File: config.mk
export PLATFORM = sky130hd
export DESIGN_NAME = tcp_rtt_estimator_rto_top_flat
export DESIGN_NICKNAME = d
export VERILOG_FILES = /design/src/rtl/tre_pkg.sv /design/src/rtl/tre_cmd_if.sv /design/src/rtl/tre_res_if.sv /design/src/rtl/tre_cfg_if.sv /design/src/rtl/tcp_rtt_estimator_rto_top.sv /design/src/flat_wrapper.sv
export SDC_FILE = /design/constraint.sdc
export NUM_CORES = 1
export LEC_CHECK = 0
export ABC_AREA = 0
export BUFFER_PORTS_ARGS = -buffer_cell sky130_fd_sc_hd__buf_2
export CORE_MARGIN = 10
export CORE_UTILIZATION = 49
export DETAILED_ROUTE_END_ITERATION = 8
export PLACE_DENSITY_LB_ADDON = 0.3
export SLEW_MARGIN = 20
export SYNTH_ARGS = -nofsm -noshare
export SYNTH_HDL_FRONTEND = slang
export SYNTH_SLANG_ARGS = --single-unit
File: constraint.sdc
create_clock -name clk -period 18.72 [get_ports clk]
set_clock_uncertainty 0.1 [all_clocks]
set_input_delay 5.616 -clock clk [delete_from_list [all_inputs] [get_ports clk]]
set_output_delay 5.616 -clock clk [all_outputs]
set_load 0.01 [all_outputs]
File: src/rtl/tre_pkg.sv
// Package with the shared types and constants of the RTT estimator.
`timescale 1ns / 1ps
`default_nettype none

package tre_pkg;

    localparam int RTO_W    = 26;
    localparam int EST_W    = 31;
    localparam int SAMPLE_W = 32;
    localparam int CMD_W    = 2;

    localparam logic [EST_W-1:0] EST_SAT     = 31'h7FFF_FFFF;
    localparam logic [RTO_W-1:0] FLOOR_RESET = 26'd200000;

    typedef enum logic [CMD_W-1:0] {
        CMD_SAMPLE = 2'd0,
        CMD_RESET  = 2'd1,
        CMD_SEED   = 2'd2
    } cmd_t;

    typedef logic [RTO_W-1:0]    rto_t;
    typedef logic [EST_W-1:0]    est_t;
    typedef logic [SAMPLE_W-1:0] sample_t;

endpackage

`default_nettype wire

File: src/rtl/tre_cmd_if.sv
// Channel that carries one estimator command per transfer.
`timescale 1ns / 1ps
`default_nettype none

interface tre_cmd_if;
    import tre_pkg::*;

    logic                  valid;
    logic                  ready;
    logic [CMD_W-1:0]      cmd;
    logic signed [SAMPLE_W-1:0] rtt_sample_us;

    modport source (output valid, output cmd, output rtt_sample_us, input ready);
    modport sink   (input valid, input cmd, input rtt_sample_us, output ready);
endinterface

`default_nettype wire

File: src/rtl/tre_res_if.sv
// Channel that carries the estimator state after each command.
`timescale 1ns / 1ps
`default_nettype none

interface tre_res_if;
    import tre_pkg::*;

    logic             valid;
    logic             ready;
    logic [RTO_W-1:0] rto_us;
    logic [EST_W-1:0] srtt_x8;
    logic [EST_W-1:0] rttvar_x4;

    modport source (output valid, output rto_us, output srtt_x8, output rttvar_x4,
                    input ready);
    modport sink   (input valid, input rto_us, input srtt_x8, input rttvar_x4,
                    output ready);
endinterface

`default_nettype wire

File: src/rtl/tre_cfg_if.sv
// Write channel for the RTO floor register.
`timescale 1ns / 1ps
`default_nettype none

interface tre_cfg_if;
    import tre_pkg::*;

    logic             valid;
    logic             ready;
    logic [RTO_W-1:0] data;

    modport source (output valid, output data, input ready);
    modport sink   (input valid, input data, output ready);
endinterface

`default_nettype wire

File: src/rtl/tcp_rtt_estimator_rto_top.sv
// Top level of the per-connection TCP RTT estimator and RTO calculator.
`timescale 1ns / 1ps
`default_nettype none

// Retransmission-timeout estimator for one connection. Each command transfer
// (sample update, estimator reset or handshake seed) yields exactly one result
// transfer holding the RTO, the smoothed RTT times eight and the variance times
// four after that command. A command is captured in an input register and applied,
// updating the estimator state registers (also the result register), once no result
// is pending or the pending one is taken; one command is taken every cycle while
// results are taken. The floor register is written through the cfg channel,
// clamped to 1..MAX_RTO, and does not recompute the stored RTO.
module tcp_rtt_estimator_rto_top #(
    parameter int MAX_RTO_US     = 60000000,
    parameter int INITIAL_RTO_US = 1000000
) (
    input  wire logic clk,
    input  wire logic rst_n,
    tre_cmd_if.sink   rtt_in,
    tre_res_if.source rto_out,
    tre_cfg_if.sink   cfg
);
    import tre_pkg::*;

    localparam rto_t MAX_RTO  = RTO_W'(MAX_RTO_US);
    localparam est_t INIT_VAR = EST_W'(INITIAL_RTO_US);
    localparam int   RTO_RESET_I =
        (INITIAL_RTO_US < int'(FLOOR_RESET)) ? int'(FLOOR_RESET) :
        ((INITIAL_RTO_US > MAX_RTO_US) ? MAX_RTO_US : INITIAL_RTO_US);
    localparam rto_t RTO_RESET = RTO_W'(RTO_RESET_I);

    function automatic rto_t clamp_rto(input logic [31:0] v, input rto_t fl);
        rto_t r;
        if (v < {6'd0, fl})
        begin
            r = fl;
        end
        else if (v > {6'd0, MAX_RTO})
        begin
            r = MAX_RTO;
        end
        else
        begin
            r = v[RTO_W-1:0];
        end
        return r;
    endfunction

    function automatic est_t clamp_est(input logic signed [33:0] v);
        est_t r;
        if (v < 34'sd1)
        begin
            r = est_t'(1);
        end
        else if (v > $signed({3'd0, EST_SAT}))
        begin
            r = EST_SAT;
        end
        else
        begin
            r = v[EST_W-1:0];
        end
        return r;
    endfunction

    logic                       s1_valid_reg;
    logic [CMD_W-1:0]           s1_cmd_reg;
    logic signed [SAMPLE_W-1:0] s1_sample_reg;
    logic                       out_valid_reg;
    est_t                       srtt_reg;
    est_t                       srtt_next;
    est_t                       var_reg;
    est_t                       var_next;
    rto_t                       rto_reg;
    rto_t                       rto_next;
    rto_t                       floor_reg;
    rto_t                       floor_next;
    logic                       advance;
    rto_t                       m;

    assign advance       = s1_valid_reg && (!out_valid_reg || rto_out.ready);
    assign rtt_in.ready  = !s1_valid_reg || advance;
    assign cfg.ready     = 1'b1;

    assign rto_out.valid     = out_valid_reg;
    assign rto_out.rto_us    = rto_reg;
    assign rto_out.srtt_x8   = srtt_reg;
    assign rto_out.rttvar_x4 = var_reg;

    always_comb
    begin
        if (s1_sample_reg <= 32'sd0)
        begin
            m = rto_t'(1);
        end
        else if (s1_sample_reg > $signed({6'd0, MAX_RTO}))
        begin
            m = MAX_RTO;
        end
        else
        begin
            m = s1_sample_reg[RTO_W-1:0];
        end
    end

    always_comb
    begin
        if (cfg.data == '0)
        begin
            floor_next = rto_t'(1);
        end
        else if (cfg.data > MAX_RTO)
        begin
            floor_next = MAX_RTO;
        end
        else
        begin
            floor_next = cfg.data;
        end
    end

    always_comb
    begin
        logic signed [32:0] err;
        logic signed [32:0] mag;
        logic signed [33:0] sa;
        logic signed [33:0] sv;
        est_t               var_eff;
        logic [31:0]        sum;
        logic [31:0]        m3;

        err = $signed({7'd0, m}) - $signed({5'd0, srtt_reg[EST_W-1:3]});
        mag = (err < 33'sd0) ? -err : err;
        sa  = $signed({3'd0, srtt_reg}) + {err[32], err};
        sv  = $signed({3'd0, var_reg}) + {mag[32], mag} - $signed({5'd0, var_reg[EST_W-1:2]});
        m3  = ({6'd0, m} << 1) + {6'd0, m};
        var_eff = '0;
        sum     = '0;

        srtt_next = srtt_reg;
        var_next  = var_reg;
        rto_next  = rto_reg;

        unique case (s1_cmd_reg)
            CMD_RESET:
            begin
                srtt_next = '0;
                var_next  = INIT_VAR;
                rto_next  = clamp_rto(32'(INITIAL_RTO_US), floor_reg);
            end
            CMD_SEED:
            begin
                rto_next = clamp_rto(m3, floor_reg);
            end
            CMD_SAMPLE:
            begin
                if (srtt_reg == '0)
                begin
                    srtt_next = {2'd0, m, 3'd0};
                    if (var_reg <= INIT_VAR)
                    begin
                        var_next = {4'd0, m, 1'b0};
                    end
                end
                else
                begin
                    srtt_next = clamp_est(sa);
                    var_next  = clamp_est(sv);
                end
                var_eff  = (var_next < {5'd0, floor_reg}) ? {5'd0, floor_reg} : var_next;
                sum      = {4'd0, srtt_next[EST_W-1:3]} + {1'b0, var_eff};
                rto_next = clamp_rto(sum, floor_reg);
            end
            default:
            begin
                rto_next = rto_reg;
            end
        endcase
    end

    always_ff @(posedge clk or negedge rst_n)
    begin
        if (!rst_n)
        begin
            s1_valid_reg  <= 1'b0;
            out_valid_reg <= 1'b0;
            srtt_reg      <= '0;
            var_reg       <= INIT_VAR;
            rto_reg       <= RTO_RESET;
            floor_reg     <= FLOOR_RESET;
        end
        else
        begin
            if (rtt_in.ready)
            begin
                s1_valid_reg <= rtt_in.valid;
            end
            if (advance)
            begin
                out_valid_reg <= 1'b1;
                srtt_reg      <= srtt_next;
                var_reg       <= var_next;
                rto_reg       <= rto_next;
            end
            else if (rto_out.ready)
            begin
                out_valid_reg <= 1'b0;
            end
            if (cfg.valid)
            begin
                floor_reg <= floor_next;
            end
        end
    end

    always_ff @(posedge clk)
    begin
        if (rtt_in.valid && rtt_in.ready)
        begin
            s1_cmd_reg    <= rtt_in.cmd;
            s1_sample_reg <= rtt_in.rtt_sample_us;
        end
    end

endmodule

`default_nettype wire

File: src/flat_wrapper.sv
// flat-port wrapper written by rule: the top's interface ports become plain ports
module tcp_rtt_estimator_rto_top_flat import tre_pkg::*;
#(
    parameter int MAX_RTO_US     = 60000000,
    parameter int INITIAL_RTO_US = 1000000
)
  (clk, rst_n, rtt_in_valid, rtt_in_cmd, rtt_in_rtt_sample_us, rtt_in_ready, rto_out_valid, rto_out_rto_us, rto_out_srtt_x8, rto_out_rttvar_x4, rto_out_ready, cfg_valid, cfg_data, cfg_ready);
  tre_cmd_if rtt_in_i ();
  tre_res_if rto_out_i ();
  tre_cfg_if cfg_i ();
  input  wire logic clk;
  input  wire logic rst_n;
  input wire logic [$bits(rtt_in_i.valid)-1:0] rtt_in_valid;
  input wire logic [$bits(rtt_in_i.cmd)-1:0] rtt_in_cmd;
  input wire logic [$bits(rtt_in_i.rtt_sample_us)-1:0] rtt_in_rtt_sample_us;
  output wire logic [$bits(rtt_in_i.ready)-1:0] rtt_in_ready;
  output wire logic [$bits(rto_out_i.valid)-1:0] rto_out_valid;
  output wire logic [$bits(rto_out_i.rto_us)-1:0] rto_out_rto_us;
  output wire logic [$bits(rto_out_i.srtt_x8)-1:0] rto_out_srtt_x8;
  output wire logic [$bits(rto_out_i.rttvar_x4)-1:0] rto_out_rttvar_x4;
  input wire logic [$bits(rto_out_i.ready)-1:0] rto_out_ready;
  input wire logic [$bits(cfg_i.valid)-1:0] cfg_valid;
  input wire logic [$bits(cfg_i.data)-1:0] cfg_data;
  output wire logic [$bits(cfg_i.ready)-1:0] cfg_ready;
  assign rtt_in_i.valid = rtt_in_valid;
  assign rtt_in_i.cmd = rtt_in_cmd;
  assign rtt_in_i.rtt_sample_us = rtt_in_rtt_sample_us;
  assign rtt_in_ready = rtt_in_i.ready;
  assign rto_out_valid = rto_out_i.valid;
  assign rto_out_rto_us = rto_out_i.rto_us;
  assign rto_out_srtt_x8 = rto_out_i.srtt_x8;
  assign rto_out_rttvar_x4 = rto_out_i.rttvar_x4;
  assign rto_out_i.ready = rto_out_ready;
  assign cfg_i.valid = cfg_valid;
  assign cfg_i.data = cfg_data;
  assign cfg_ready = cfg_i.ready;
  tcp_rtt_estimator_rto_top #(.MAX_RTO_US(MAX_RTO_US), .INITIAL_RTO_US(INITIAL_RTO_US)) u_core (.clk(clk), .rst_n(rst_n), .rtt_in(rtt_in_i), .rto_out(rto_out_i), .cfg(cfg_i));
endmodule
==> results.toml <==
[critical_path]
critPathKind = "flop to flop"
crit_buf_inv = 6
worst_setup_path_end_kind = "flop"
crit_arrival_ps = 18090
crit_family = "simple AND/OR/NAND/NOR gates"
worstRegToRegCells = 71
r2r-end = "u_core.rto_out.rto_us[12]"
r2r_setup_slack_ps = 940
cp-start-kind = "flop"
cpMaxStageDelayCell = "nor2_1"
cp.required_ps = 19030
r2r-start = "u_core.s1_sample_reg[19]"
path_common_cell = "a21o_1"
max_stage_delay_ps = 650
worstPathMaxFanout = 26

[cts]
cts_tree = "done"
clk_pin_slew_ps = 70
holdBufCountCts = 0
cts-root-buf = "clkbuf_16"
cts_made_buffers = 17
clk_latency_ps = 470
cts_max_level = 4
numClockSinks = 150
clockBufferDepth = 2

[global_routing]
antenna_found_initial = 0
grt_pass1_wl_mm = 131
overflow = 0
grtUsageTotal_pct = 33.7
grt_pass1_vias = 21500
grt_max_degree = 63

[placement]
hpwl_mm = 69.3
place_congestion = 1.07
placed_area_sq_um = 22000
dp_worst_setup_slack_ps = -8.97
numPortBuffers = 154

[timing]
hold_violations = 0
worst_pin_slew_ps = 971
max_slew_margin_pct = 33.6
period_minus_slack_ps = 17780
slew_viol_final = 0
setup_viol = 0
fmax_ghz = 0.0563
layout_worst_path_cycle_share_pct = 95.0
setup_ws_ps = 944

[drt]
detail-route-antenna-nets = 0
drc = 0
drt-total-wl_mm = 87.8
dr.pass1.iters = 6
wl_per_cell_microns = 26.5
num_vias = 22400
drtIter0Drc = 3068
viasPerCell = 6.77

[worst_hold_path]
min_to = "u_core.rto_out.rto_us[20]"
hp-start = "u_core.rto_out.rto_us[20]"
holdPathStages = 2
hp-class = "flop to flop"

[logic_synthesis]
synth-async-reset-ratio_pct = 77.3
yosysWarnings = 0
seq_area_frac_synth_pct = 19.5
synth_seq_cells = 150
yosys.area.top_type = "ha_1"
syn_inst = 2598
synthFlopType = "dfrtp_1"
synthTopCellsByArea = "ha_1 (13%), dfrtp_1 (12%), a21oi_1 (5.5%)"
ys_types = 112
synth_common_cells = "a21oi_1 (221), nor2_1 (218), ha_1 (209)"
synth_edf_count = 34
yosysMostFrequentCell = "a21oi_1"
synth_area_sq_um = 20300
synth.top_cell.area_share_pct = 12.9
avgSynthCellArea_sq_um = 7.80

[final_layout]
multi_input_area_sq_um = 15300
area_growth_pct = 12.0
diodes = 0
regArea_sq_um = 3950
largest_reg_flops = 32
finalNetCount = 3076
stdcell_area_sq_um = 22700
num-fill-cells = 3943
drive_gt1_share_pct = 14.6
post-route-util_pct = 55.6

[floorplan]
rows = 74
fp.dieH_microns = 223
start_util_pct = 49.6
ios = 156
coreArea_sq_um = 40800
die_area_sq_um = 49900
die_w_microns = 223

[run]
drv_cap = 0

[outcome]
outcome = "complete, no violations"
## placed cells by master, fill, tap and decap left out, types with 90 or more instances in the layout
cell type	count
nor2_1	214
a21o_1	95
nand2_1	196
inv_1	186
ha_1	208
dfrtp_1	96
a21oi_1	220
buf_4	100
o21ai_0	185
xnor2_1	90
buf_2	153
## routing by layer
| layer | vias up | wire length, microns | global-route usage [%] |
|---|---|---|---|
| met5 | - | 0 | 0 |
| met4 | 0 | 5680 | 19.9 |
| met3 | 288 | 10100 | 8.47 |
| met2 | 1384 | 37300 | 50.4 |
| met1 | 10800 | 34800 | 43.1 |
| li1 | 9993 | - | - |
## through the flow
step,cells,hold slack [ps],TNS (ps)
CTS,3305,408,0
detailed placement,3273,387,-17.9
floorplan,2602,371,0
finish,3314,404,0
global placement,3273,379,0
global route,3314,440,-256
## worst max path at each step
stage                                        start                   endpoint  cells after the start
after floorplan            u_core.s1_sample_reg[5]  u_core.rto_out.rto_us[21]                     70
after global placement    u_core.s1_sample_reg[19]  u_core.rto_out.rto_us[21]                     71
after detailed placement  u_core.s1_sample_reg[18]  u_core.rto_out.rto_us[12]                     71
after CTS                 u_core.s1_sample_reg[18]   u_core.rto_out.rto_us[5]                     70
after global routing       u_core.s1_sample_reg[5]  u_core.rto_out.rto_us[21]                     69
final                     u_core.s1_sample_reg[19]  u_core.rto_out.rto_us[12]                     71
## worst register-to-register path, delay by kind of cell, from the launching register on
| family | cells | cell delay (ps) |
|---|---|---|
| and+or+nand+nor | 25 | 7470 |
| AOI/OAI and AO/OA | 29 | 5430 |
| DFF | 1 | 420 |
| xor gates and xnor gates | 3 | 620 |
| muxes | 1 | 370 |
| buffers and inverters | 6 | 940 |
| adders and majority gates | 7 | 2390 |
## final cells by class
type                       count  share of cell area (%)
multi-input combinational   2159                    67.3
sequential                   150                    17.4
timing repair buffer         254                    6.77
inverter                     187                    3.09
tap                          532                    2.93
clock buffer                  19                    1.91
clock inverter                13                   0.650
## kinds of logic after synthesis
group                    count (synthesis)  share of synthesized area, %
AO/OA/AOI/OAI                          909                          29.5
XOR/XNOR                               144                          6.26
adder cells (fa/ha/maj)                246                          16.4
buffers and inverters                  293                          5.64
flip-flops                             150                          19.5
multiplexers                            55                          2.93
other                                    2                        0.0371
AND/OR/NAND/NOR                        799                          19.8
## repair_timing
item	in CTS	in global routing
pin swaps	0	5
buffers inserted	0	9
resized for setup	1	13
endpoints found under the setup margin	11	26
endpoints found under the hold margin	0	0
Power is not shown: default switching activity piles up to over one toggle a cycle in this logic, so the estimate is an artifact.
